## src/rtl/core/tcw_pkg.sv

```systemverilog
// ---------------------------------------------------------------------------
// tcw_pkg
// types, constants and helpers shared by the text console writer modules
// ---------------------------------------------------------------------------
package tcw_pkg;

  localparam int MAX_COLUMNS = 128;
  localparam int MAX_ROWS    = 64;
  localparam int STORE_DEPTH = MAX_COLUMNS * MAX_ROWS;

  localparam int COL_W  = $clog2(MAX_COLUMNS);
  localparam int ROW_W  = $clog2(MAX_ROWS);
  localparam int ADDR_W = $clog2(STORE_DEPTH);
  localparam int WCNT_W = COL_W + 1;
  localparam int HCNT_W = ROW_W + 1;
  localparam int CNT_W  = ADDR_W + 1;

  localparam int CHAR_W = 8;
  localparam int CELL_W = 16;
  localparam int CMD_W  = 2;

  localparam int CFG_COLS_W = 8;
  localparam int CFG_ROWS_W = 7;
  localparam int CFG_DATA_W = 8;
  localparam int CFG_IDX_W  = 1;

  localparam logic [CFG_IDX_W-1:0]  REG_COLUMNS = 1'd0;
  localparam logic [CFG_IDX_W-1:0]  REG_ROWS    = 1'd1;
  localparam logic [CFG_COLS_W-1:0] COLS_RESET  = 8'd80;
  localparam logic [CFG_ROWS_W-1:0] ROWS_RESET  = 7'd25;

  localparam logic [CELL_W-1:0] BLANK_CELL   = 16'h0720;
  localparam logic [CHAR_W-1:0] CODE_NEWLINE = 8'd10;
  localparam logic [CHAR_W-1:0] CODE_RETURN  = 8'd13;

  localparam int Q_DEPTH = 2;
  localparam int QPTR_W  = $clog2(Q_DEPTH);
  localparam int QCNT_W  = $clog2(Q_DEPTH + 1);

  typedef enum logic [CMD_W-1:0] {
    CMD_PUT       = 2'd0,
    CMD_BACKSPACE = 2'd1,
    CMD_CLEAR     = 2'd2,
    CMD_READ      = 2'd3
  } cmd_t;

  typedef enum logic [2:0] {
    K_WRITE,
    K_NEWLINE,
    K_RETURN,
    K_BACKSPACE,
    K_CLEAR,
    K_READ
  } kind_t;

  typedef struct packed {
    kind_t              kind;
    logic [CHAR_W-1:0]  ch;
    logic [CHAR_W-1:0]  attr;
    logic [ADDR_W-1:0]  addr;
  } entry_t;

  typedef struct packed {
    logic full;
    logic empty;
  } q_stat_t;

  typedef struct packed {
    logic init_active;
  } back_stat_t;

  typedef enum logic [3:0] {
    S_INIT,
    S_IDLE,
    S_PREP,
    S_ADDR,
    S_EXEC,
    S_RDWAIT,
    S_SCRSET,
    S_SCROLL,
    S_BLANK,
    S_CLEAR,
    S_POS,
    S_DONE
  } state_t;

  function automatic logic [WCNT_W-1:0] sat_cols(input logic [CFG_COLS_W-1:0] v);
    logic [WCNT_W-1:0] r;
    if (v == '0) r = WCNT_W'(1);
    else if (int'(v) > MAX_COLUMNS) r = WCNT_W'(MAX_COLUMNS);
    else r = WCNT_W'(v);
    return r;
  endfunction

  function automatic logic [HCNT_W-1:0] sat_rows(input logic [CFG_ROWS_W-1:0] v);
    logic [HCNT_W-1:0] r;
    if (v == '0) r = HCNT_W'(1);
    else if (int'(v) > MAX_ROWS) r = HCNT_W'(MAX_ROWS);
    else r = HCNT_W'(v);
    return r;
  endfunction

endpackage

```

## src/rtl/core/tcw_front.sv

```systemverilog
// ---------------------------------------------------------------------------
// tcw_front
// takes command transactions and sorts them into engine operations
// ---------------------------------------------------------------------------
module tcw_front (
  input  logic                       start,
  input  logic [tcw_pkg::CMD_W-1:0]  cmd,
  input  logic [tcw_pkg::CHAR_W-1:0] char_code,
  input  logic [tcw_pkg::CHAR_W-1:0] attribute,
  input  logic                       return_enabled,
  input  logic [tcw_pkg::ADDR_W-1:0] cell_address,
  input  tcw_pkg::q_stat_t           q_stat,
  input  tcw_pkg::back_stat_t        back_stat,
  output logic                       busy,
  output logic                       push,
  output tcw_pkg::entry_t            entry
);

  tcw_pkg::kind_t kind;

  always_comb begin
    case (cmd)
      tcw_pkg::CMD_PUT: begin
        if (char_code == tcw_pkg::CODE_NEWLINE) begin
          kind = tcw_pkg::K_NEWLINE;
        end else if (char_code == tcw_pkg::CODE_RETURN && return_enabled) begin
          kind = tcw_pkg::K_RETURN;
        end else begin
          kind = tcw_pkg::K_WRITE;
        end
      end
      tcw_pkg::CMD_BACKSPACE: kind = tcw_pkg::K_BACKSPACE;
      tcw_pkg::CMD_CLEAR:     kind = tcw_pkg::K_CLEAR;
      default:                kind = tcw_pkg::K_READ;
    endcase
  end

  // no transactions while the buffer is being blanked after reset
  assign busy = q_stat.full || back_stat.init_active;
  assign push = start && !busy;

  assign entry.kind = kind;
  assign entry.ch   = char_code;
  assign entry.attr = attribute;
  assign entry.addr = cell_address;

endmodule

```

## config.mk

```make
export PLATFORM = sky130hd
export DESIGN_NAME = tcw_front
export DESIGN_NICKNAME = d
export VERILOG_FILES = /design/src/rtl/core/tcw_pkg.sv /design/src/rtl/core/tcw_front.sv
export SDC_FILE = /design/constraint.sdc
export NUM_CORES = 1
export LEC_CHECK = 0
export ABC_AREA = 1
export ABC_CLOCK_PERIOD_IN_PS = 800
export BUFFER_PORTS_ARGS = -buffer_cell sky130_fd_sc_hd__buf_2
export CORE_MARGIN = 4
export CORE_UTILIZATION = 23
export DETAILED_ROUTE_END_ITERATION = 7
export GPL_TIMING_DRIVEN = 0
export MAX_ROUTING_LAYER = met4
export PLACE_DENSITY = 0.81
export RECOVER_POWER = 25
export SYNTH_ARGS = -nofsm -noshare
export SYNTH_HDL_FRONTEND = slang
export SYNTH_SLANG_ARGS = --single-unit
```

## constraint.sdc

```tcl
create_clock -name vclk -period 0.8
set_input_delay 0.2 -clock vclk [all_inputs]
set_output_delay 0.2 -clock vclk [all_outputs]
set_load 0.01 [all_outputs]
```

==> flow_metrics.tcl <==
set metrics [dict create \
    fill_cells 133 \
    drive_gt1_share_pct 81.2 \
    grt_pass1_vias 356 \
    grt_max_degree 5 \
    path_class "primary input to output port" \
    nClkBuffers 0 \
    hold_start "cell_address[8]" \
    wire_per_inst_um 9.53 \
    cp-start-kind "primary input" \
    diodes 0 \
    dr.pass1.iters 2 \
    synth_area_sq_um 333 \
    hold_viol_final 0 \
    antenna_found_initial 0 \
    fp.dieH_um 46.0 \
    whs_endpoint "entry[8]" \
    viasPerCell 3.86 \
    cts_hold_buffers 0 \
    finalSetupViolations 4 \
    io_pins 70 \
    ys_seq_area_share_pct 0 \
    irDropWorstVdd_mv 0.197 \
    synth_cells 53 \
    synth_nets 89 \
    required_ns 0.60 \
    fmax_mhz 1020 \
    pwr_density_cell_mw_per_mm2 530 \
    min_path_cells 2 \
    start_util_pct 25.0 \
    synth_cell_types 10 \
    io_buffers 48 \
    dpl.hpwl_um 956 \
    nNetsFinal 139 \
    ant_nets 0 \
    multi_input_area_sq_um 105 \
    worst_slew_pin_slew_ns 0.177 \
    syn_area_per_cell_sq_um 6.28 \
    n_sequential_cell 0 \
    slew_headroom_pct 88.2 \
    coreArea_sq_mm 0.00133 \
    wirelength_um 1110 \
    worstPathMaxFanout 3 \
    areaGrowthSynthToFinish_pct 98.1 \
    holdWs_ns 0.585 \
    regArea_sq_um 0 \
    die_x_um 46.0 \
    rsz0062_at_grt "true" \
    drtIter0Drc 1 \
    leakagePower_nw 0.398 \
    min_period_ns 0.981 \
    finalCritPeriodShare_pct 123 \
    status "complete, but fails checks" \
    drc 0 \
    yosys_warnings 0 \
    std_cell_rows 13 \
    min_path_type "primary input to output port" \
    grtUsageTotal_pct 8.79 \
    maxCapViolCount 0 \
    globalRouteOverflowTotal 0 \
    layout_setup_ws_ns -0.181 \
    drv_slew 0 \
    critPathCaptureType "output port" \
    grt_pass1_wl_um 1380 \
    place.gp.congestion 0.635 \
    placed_cell_area_sq_um 592 \
    crit_arrival_ns 0.78 \
    fp.dieArea_sq_mm 0.00212 \
    fin_util_pct 49.4 \
    vias 448 \
    violations "negative setup slack" \
    design_area_sq_um 659 \
]
[synth_stat cells, drive strengths merged]
library cell  instances  share of area (%)
clkbuf                1                1.1
buf                  29                 65
inv                   7                7.9
nor3b                 1                3.8
nand3                 3                4.5
or2                   2                4.5
nand2                 5                5.6
nor2                  5                7.1
[critical path, stage by stage]
cell and delay, ns:
buf_2 0.12, nor3b_2 0.19, nand3_2 0.08, nand2_1 0.07, buf_2 0.12
[metrics by stage]
step / power (mW) / std cells / TNS (ns) / setup slack [ns]
after floorplan: 0.187 / 53 / 0 / 0.0218
after global placement: 0.308 / 116 / -0.615 / -0.216
after detailed placement: 0.316 / 116 / -0.643 / -0.226
after CTS: 0.344 / 117 / -0.561 / -0.176
after global routing: 0.381 / 116 / -0.713 / -0.241
final: 0.350 / 116 / -0.544 / -0.181
[where the power goes]
group | internal, mW | switching, mW
registers | 0 | 0
clock network | 0 | 0
logic | 0.210 | 0.139
[logic make-up (layout without fill, tap and decap cells)]
logic type,count (synthesis),after routing,synth area share (%)
simple gates,16,16,25.6
buf+inv,37,85,74.4
[layout by cell type (no fill, tap or decap), drive strengths merged]
cell type and count:
nor2 5, nand3 3, inv 7, nand2 5
clkbuf 8, or2 2, buf 70, nor3b 1
[final cells by class]
cell class	instances	share of cell area, %
inverters	7	3.98
plain buffers	29	32.4
multi-input cells	16	15.9
repair buffers	49	44.8
well taps	15	2.85
[worst max path at each step]
stage / start / endpoint / slack, ns / cells past startpoint
detailed placement: char_code[5] / entry[29] / -0.23 / 7
global route: char_code[6] / entry[29] / -0.24 / 7
finish: char_code[2] / entry[29] / -0.18 / 5
global placement: char_code[4] / entry[29] / -0.22 / 7
CTS: char_code[7] / entry[29] / -0.18 / 7
floorplan: back_stat / push / 0.02 / 2
[layer usage]
layer / global-route usage, % / vias to the layer above / part of all wire [%]
met5: - / - / 0
met4: 0 / 0 / 0
met3: 1.19 / 0 / 23
met2: 18.7 / 46 / 52
met1: 8.51 / 180 / 25
li1: - / 222 / -
[repair_timing]
action                     CTS  global route
setup buffers                1             1
gates resized for setup     12             8
pin swaps                    8             4
setup endpoints to repair    4             5
Power figures use the tool's default switching activity.
