**config.mk**
```make
export PLATFORM = sky130hd
export DESIGN_NAME = tcw_queue
export DESIGN_NICKNAME = d
export VERILOG_FILES = /design/src/rtl/core/tcw_pkg.sv /design/src/rtl/core/tcw_queue.sv
export SDC_FILE = /design/constraint.sdc
export NUM_CORES = 1
export LEC_CHECK = 0
export BUFFER_PORTS_ARGS = -buffer_cell sky130_fd_sc_hd__buf_2
export CORE_MARGIN = 2
export CORE_UTILIZATION = 51
export CTS_CLUSTER_DIAMETER = 60
export DETAILED_ROUTE_END_ITERATION = 7
export PLACE_DENSITY = 0.78
export SKIP_LAST_GASP = 1
export SYNTH_ARGS = -nofsm -noshare
export SYNTH_HDL_FRONTEND = slang
export SYNTH_SLANG_ARGS = --single-unit
```
**constraint.sdc**
```tcl
create_clock -name clk -period 2.8 [get_ports clk]
set_input_delay 0.56 -clock clk [delete_from_list [all_inputs] [get_ports clk]]
set_output_delay 0.56 -clock clk [all_outputs]
set_load 0.02 [all_outputs]
```
**src/rtl/core/tcw_pkg.sv**
```systemverilog
// ---------------------------------------------------------------------------
// tcw_pkg
// types, constants and helpers shared by the text console writer modules
// ---------------------------------------------------------------------------
package tcw_pkg;

  localparam int MAX_COLUMNS = 128;
  localparam int MAX_ROWS    = 64;
  localparam int STORE_DEPTH = MAX_COLUMNS * MAX_ROWS;

  localparam int COL_W  = $clog2(MAX_COLUMNS);
  localparam int ROW_W  = $clog2(MAX_ROWS);
  localparam int ADDR_W = $clog2(STORE_DEPTH);
  localparam int WCNT_W = COL_W + 1;
  localparam int HCNT_W = ROW_W + 1;
  localparam int CNT_W  = ADDR_W + 1;

  localparam int CHAR_W = 8;
  localparam int CELL_W = 16;
  localparam int CMD_W  = 2;

  localparam int CFG_COLS_W = 8;
  localparam int CFG_ROWS_W = 7;
  localparam int CFG_DATA_W = 8;
  localparam int CFG_IDX_W  = 1;

  localparam logic [CFG_IDX_W-1:0]  REG_COLUMNS = 1'd0;
  localparam logic [CFG_IDX_W-1:0]  REG_ROWS    = 1'd1;
  localparam logic [CFG_COLS_W-1:0] COLS_RESET  = 8'd80;
  localparam logic [CFG_ROWS_W-1:0] ROWS_RESET  = 7'd25;

  localparam logic [CELL_W-1:0] BLANK_CELL   = 16'h0720;
  localparam logic [CHAR_W-1:0] CODE_NEWLINE = 8'd10;
  localparam logic [CHAR_W-1:0] CODE_RETURN  = 8'd13;

  localparam int Q_DEPTH = 2;
  localparam int QPTR_W  = $clog2(Q_DEPTH);
  localparam int QCNT_W  = $clog2(Q_DEPTH + 1);

  typedef enum logic [CMD_W-1:0] {
    CMD_PUT       = 2'd0,
    CMD_BACKSPACE = 2'd1,
    CMD_CLEAR     = 2'd2,
    CMD_READ      = 2'd3
  } cmd_t;

  typedef enum logic [2:0] {
    K_WRITE,
    K_NEWLINE,
    K_RETURN,
    K_BACKSPACE,
    K_CLEAR,
    K_READ
  } kind_t;

  typedef struct packed {
    kind_t              kind;
    logic [CHAR_W-1:0]  ch;
    logic [CHAR_W-1:0]  attr;
    logic [ADDR_W-1:0]  addr;
  } entry_t;

  typedef struct packed {
    logic full;
    logic empty;
  } q_stat_t;

  typedef struct packed {
    logic init_active;
  } back_stat_t;

  typedef enum logic [3:0] {
    S_INIT,
    S_IDLE,
    S_PREP,
    S_ADDR,
    S_EXEC,
    S_RDWAIT,
    S_SCRSET,
    S_SCROLL,
    S_BLANK,
    S_CLEAR,
    S_POS,
    S_DONE
  } state_t;

  function automatic logic [WCNT_W-1:0] sat_cols(input logic [CFG_COLS_W-1:0] v);
    logic [WCNT_W-1:0] r;
    if (v == '0) r = WCNT_W'(1);
    else if (int'(v) > MAX_COLUMNS) r = WCNT_W'(MAX_COLUMNS);
    else r = WCNT_W'(v);
    return r;
  endfunction

  function automatic logic [HCNT_W-1:0] sat_rows(input logic [CFG_ROWS_W-1:0] v);
    logic [HCNT_W-1:0] r;
    if (v == '0) r = HCNT_W'(1);
    else if (int'(v) > MAX_ROWS) r = HCNT_W'(MAX_ROWS);
    else r = HCNT_W'(v);
    return r;
  endfunction

endpackage

```
**src/rtl/core/tcw_queue.sv**
```systemverilog
// ---------------------------------------------------------------------------
// tcw_queue
// small fifo of sorted operations between the front and the engine
// ---------------------------------------------------------------------------
module tcw_queue (
  input  logic              clk,
  input  logic              rst,
  input  logic              push,
  input  tcw_pkg::entry_t   wr_entry,
  input  logic              pop,
  output tcw_pkg::entry_t   head,
  output tcw_pkg::q_stat_t  q_stat
);

  tcw_pkg::entry_t                slots [tcw_pkg::Q_DEPTH];
  logic [tcw_pkg::QPTR_W-1:0]     wr_ptr;
  logic [tcw_pkg::QPTR_W-1:0]     rd_ptr;
  logic [tcw_pkg::QCNT_W-1:0]     count;

  always_ff @(posedge clk) begin
    if (rst) begin
      wr_ptr <= '0;
      rd_ptr <= '0;
      count  <= '0;
    end else begin
      if (push) begin
        wr_ptr <= wr_ptr + tcw_pkg::QPTR_W'(1);
      end
      if (pop) begin
        rd_ptr <= rd_ptr + tcw_pkg::QPTR_W'(1);
      end
      if (push && !pop) begin
        count <= count + tcw_pkg::QCNT_W'(1);
      end else if (pop && !push) begin
        count <= count - tcw_pkg::QCNT_W'(1);
      end
    end
  end

  always_ff @(posedge clk) begin
    if (push) begin
      slots[wr_ptr] <= wr_entry;
    end
  end

  assign head         = slots[rd_ptr];
  assign q_stat.full  = (count == tcw_pkg::QCNT_W'(tcw_pkg::Q_DEPTH));
  assign q_stat.empty = (count == '0);

endmodule

```
==> results.md <==
* Global-route wire length before repair at 6368 um
* Synth Area in Adders at 0.4970%
* Mapped Cells at 122
* Top cells by area, synth: edfxtp_1 76%, mux2_2 13%, dfxtp_1 4.0%
* Clk Latency, worst-skew pair at 0.32 ns
* Synth Area in XOR/XNOR at 1.392%
* Drt via density at between 4 and 5
* Post-DP Area at 2954 um2
* Tot Pwr at 2277 uW
* Fin util at 66.08%
* Final setup vio count at 0
* Worst slew pin tran at 0.9338 ns
* Site row count at 25
* Hold slack at approximately 0.42 ns
* GPL Wtd Cong at 0.6853
* Filler cells at 356
* GRT Util Overall at 16.51%
* Largest family of logic cells by synthesized area: multiplexers
* Post-synthesis compound-gate area fraction at 0.3976%
* Clock Skew at 0.01088 ns
* CP top delay family: flip-flops
* Peak VDD IR at 561.6 uV
* Synth Cell Area at 2517 um2
* DRT Pass-1 Iters at 4
* RSZ-0062 raised after global routing: no
* Commonest non-fill, non-tap cells in the layout: 69 x buf_2, 64 x edfxtp_1, 30 x mux2_2
* DP Wirelength at around 2900 um
* MaxCap Viol Count at 0
* Die Span X at 74.26 um
* CTS Root Buffer Type: clkbuf_8
* Core area at 4755 um2
* I/O pin cnt at 70
* Syn_nets at 159
* Hold Buf Count CTS at 0
* Post-CTS setup buffers at 0
* Outcome: complete, no violations
* Dominant cell type by area after synthesis: edfxtp_1
* Crit-path slowest cell: dfxtp_1
* Crit-path max cell delay at about 0.64 ns
* Mux cell area share after synthesis at 14.31%
* Worst Setup Start Kind: flop
* Worst EP required at 2.24 ns
* Detail Route Antenna Nets at 0
* TritonCTS Buffers at 9
* Min Tclk post-route at 2.301 ns
* Fin nets at 237
* Bufs and invs on worst path at 2
* Synth unique cells at 17
* Post-synth top area share at around three quarters
* Layout cell share with drive strength beyond 1 at 56.10%
* Clock slew at reported path FFs at 0.07 ns
* Final TNS setup at 0 ns
* Simple-Gate Fraction of Synth Area at around 1.8%
* Max clock buf depth at 2
* Synth Register Bits at between 60 and 70
* Average footprint of a synthesized cell at just over 20 um2
* Area grow syn2layout at 24.80%
* Relative slew slack at 37.62%
* Vias in the first global route at 1357
* PD cells at 724.8 nW/um2
* Pins Over Slew Limit at 0
* Hold crit path type: input port to flop
* H-tree depth at 3
* CP cell instances: buf_12 > mux2_2 > buf_2
* Iteration-0 DRC Markers at 58
* Final Cycle Share at 82.18%
* Sequential area share after synthesis at 80.32%
* Largest net degree at the start of global routing at 33
* Crit path capture type: output port
* Fmax at 0.4346 GHz
* Finished Cell Area at 3142 um2
* Crit path DAT at 1.74 ns
* Synth warn at 0
* Critical path class: flop to output port
* Critical Path Fanout Max at 22
* Final WL at 4233 um
* Initial Utilization at 52.95%
* Sink Count at 69
* Die span in y at 74.26 um
* Die ar. at 5514 um2
* Fin. Hold Viols at 0
* Commonest non-fill, non-tap cell in the layout: buf_2
* CTS tree: built
* Leak at 0.001201 uW
* Ant. Diodes at 0
* Post-CTS sizing at 0
* Drt drc at 0
* Gr ovfl total at 0
* DR vias at roughly 1.3k
* WL/cell at around 16 um
* Initial antenna violation count at 0
* R2R setup slack at 1.31 ns
* PortBufs at 69
[report_power, final]
part | total [uW] | internal (uW) | switching (uW)
Clock | 758 | 433 | 326
Sequential | 1230 | 1200 | 25.9
Combinational | 293 | 124 | 169
Total | 2280 | 1760 | 521
[flip-flops by register name, indices dropped and copies added (netlist names), named ones only]
register / count
slots: 64
count: 2
rd_ptr: 1
wr_ptr: 1
[stage by stage]
stage / setup WS [ns] / std cells
2_1_floorplan: 0.3675 / 122
3_3_place_gp: 0.8754 / 256
3_5_place_dp: 0.8269 / 256
4_1_cts: 0.4778 / 272
5_1_grt: 0.4121 / 272
6_report: 0.4988 / 272
[final timing paths]
path,from,endpoint,cells after the start
max,flop,head[5],3
min,wr_entry[15],slots[1][15]$_DFFE_PP_,1
max reg2reg,wr_ptr$_SDFFE_PP0P_,slots[0][22]$_DFFE_PP_,1
min reg2reg,count[1]$_SDFFE_PP0P_,count[1]$_SDFFE_PP0P_,2
[per-layer routing]
| metal | share of wire, % | track usage (%) | routed length [um] | vias to the layer above |
|---|---|---|---|---|
| li1 | - | - | - | 624 |
| met1 | 39 | 18.67 | 1666 | 639 |
| met2 | 52 | 27.68 | 2220 | 48 |
| met3 | 6.7 | 6.911 | 285 | 6 |
| met4 | 1.4 | 7.143 | 61 | 0 |
| met5 | 0 | 0 | 0 | - |
[synthesized netlist by cell type]
master	n
edfxtp_1	64
clkbuf_2	1
buf_4	3
nor2b_1	1
a21oi_1	1
ha_1	1
mux2_2	30
or3_1	1
and2_1	1
mux2_1	2
nor2_1	5
inv_1	1
o21ai_0	1
xor2_1	2
and2b_2	1
xnor2_1	2
dfxtp_1	5
[final cells by class]
class                   count  area (um2)  area share [%]
clock inverters             3       38.79           1.235
multi-input cells          48       471.7           15.01
clock buffers              13       148.9           4.739
repair buffers             71       372.9           11.87
flip-flops and latches     69        2022           64.36
well taps                  67       83.83           2.668
inverters                   1       3.754          0.1195
[logic make-up after synthesis]
group           count (synthesis)
compound gates                  2
xor+xnor                        4
fa+ha+maj                       1
buf+inv                         5
flops                          69
mux                            32
simple gates                    9
(Power assumes the default switching activity.)
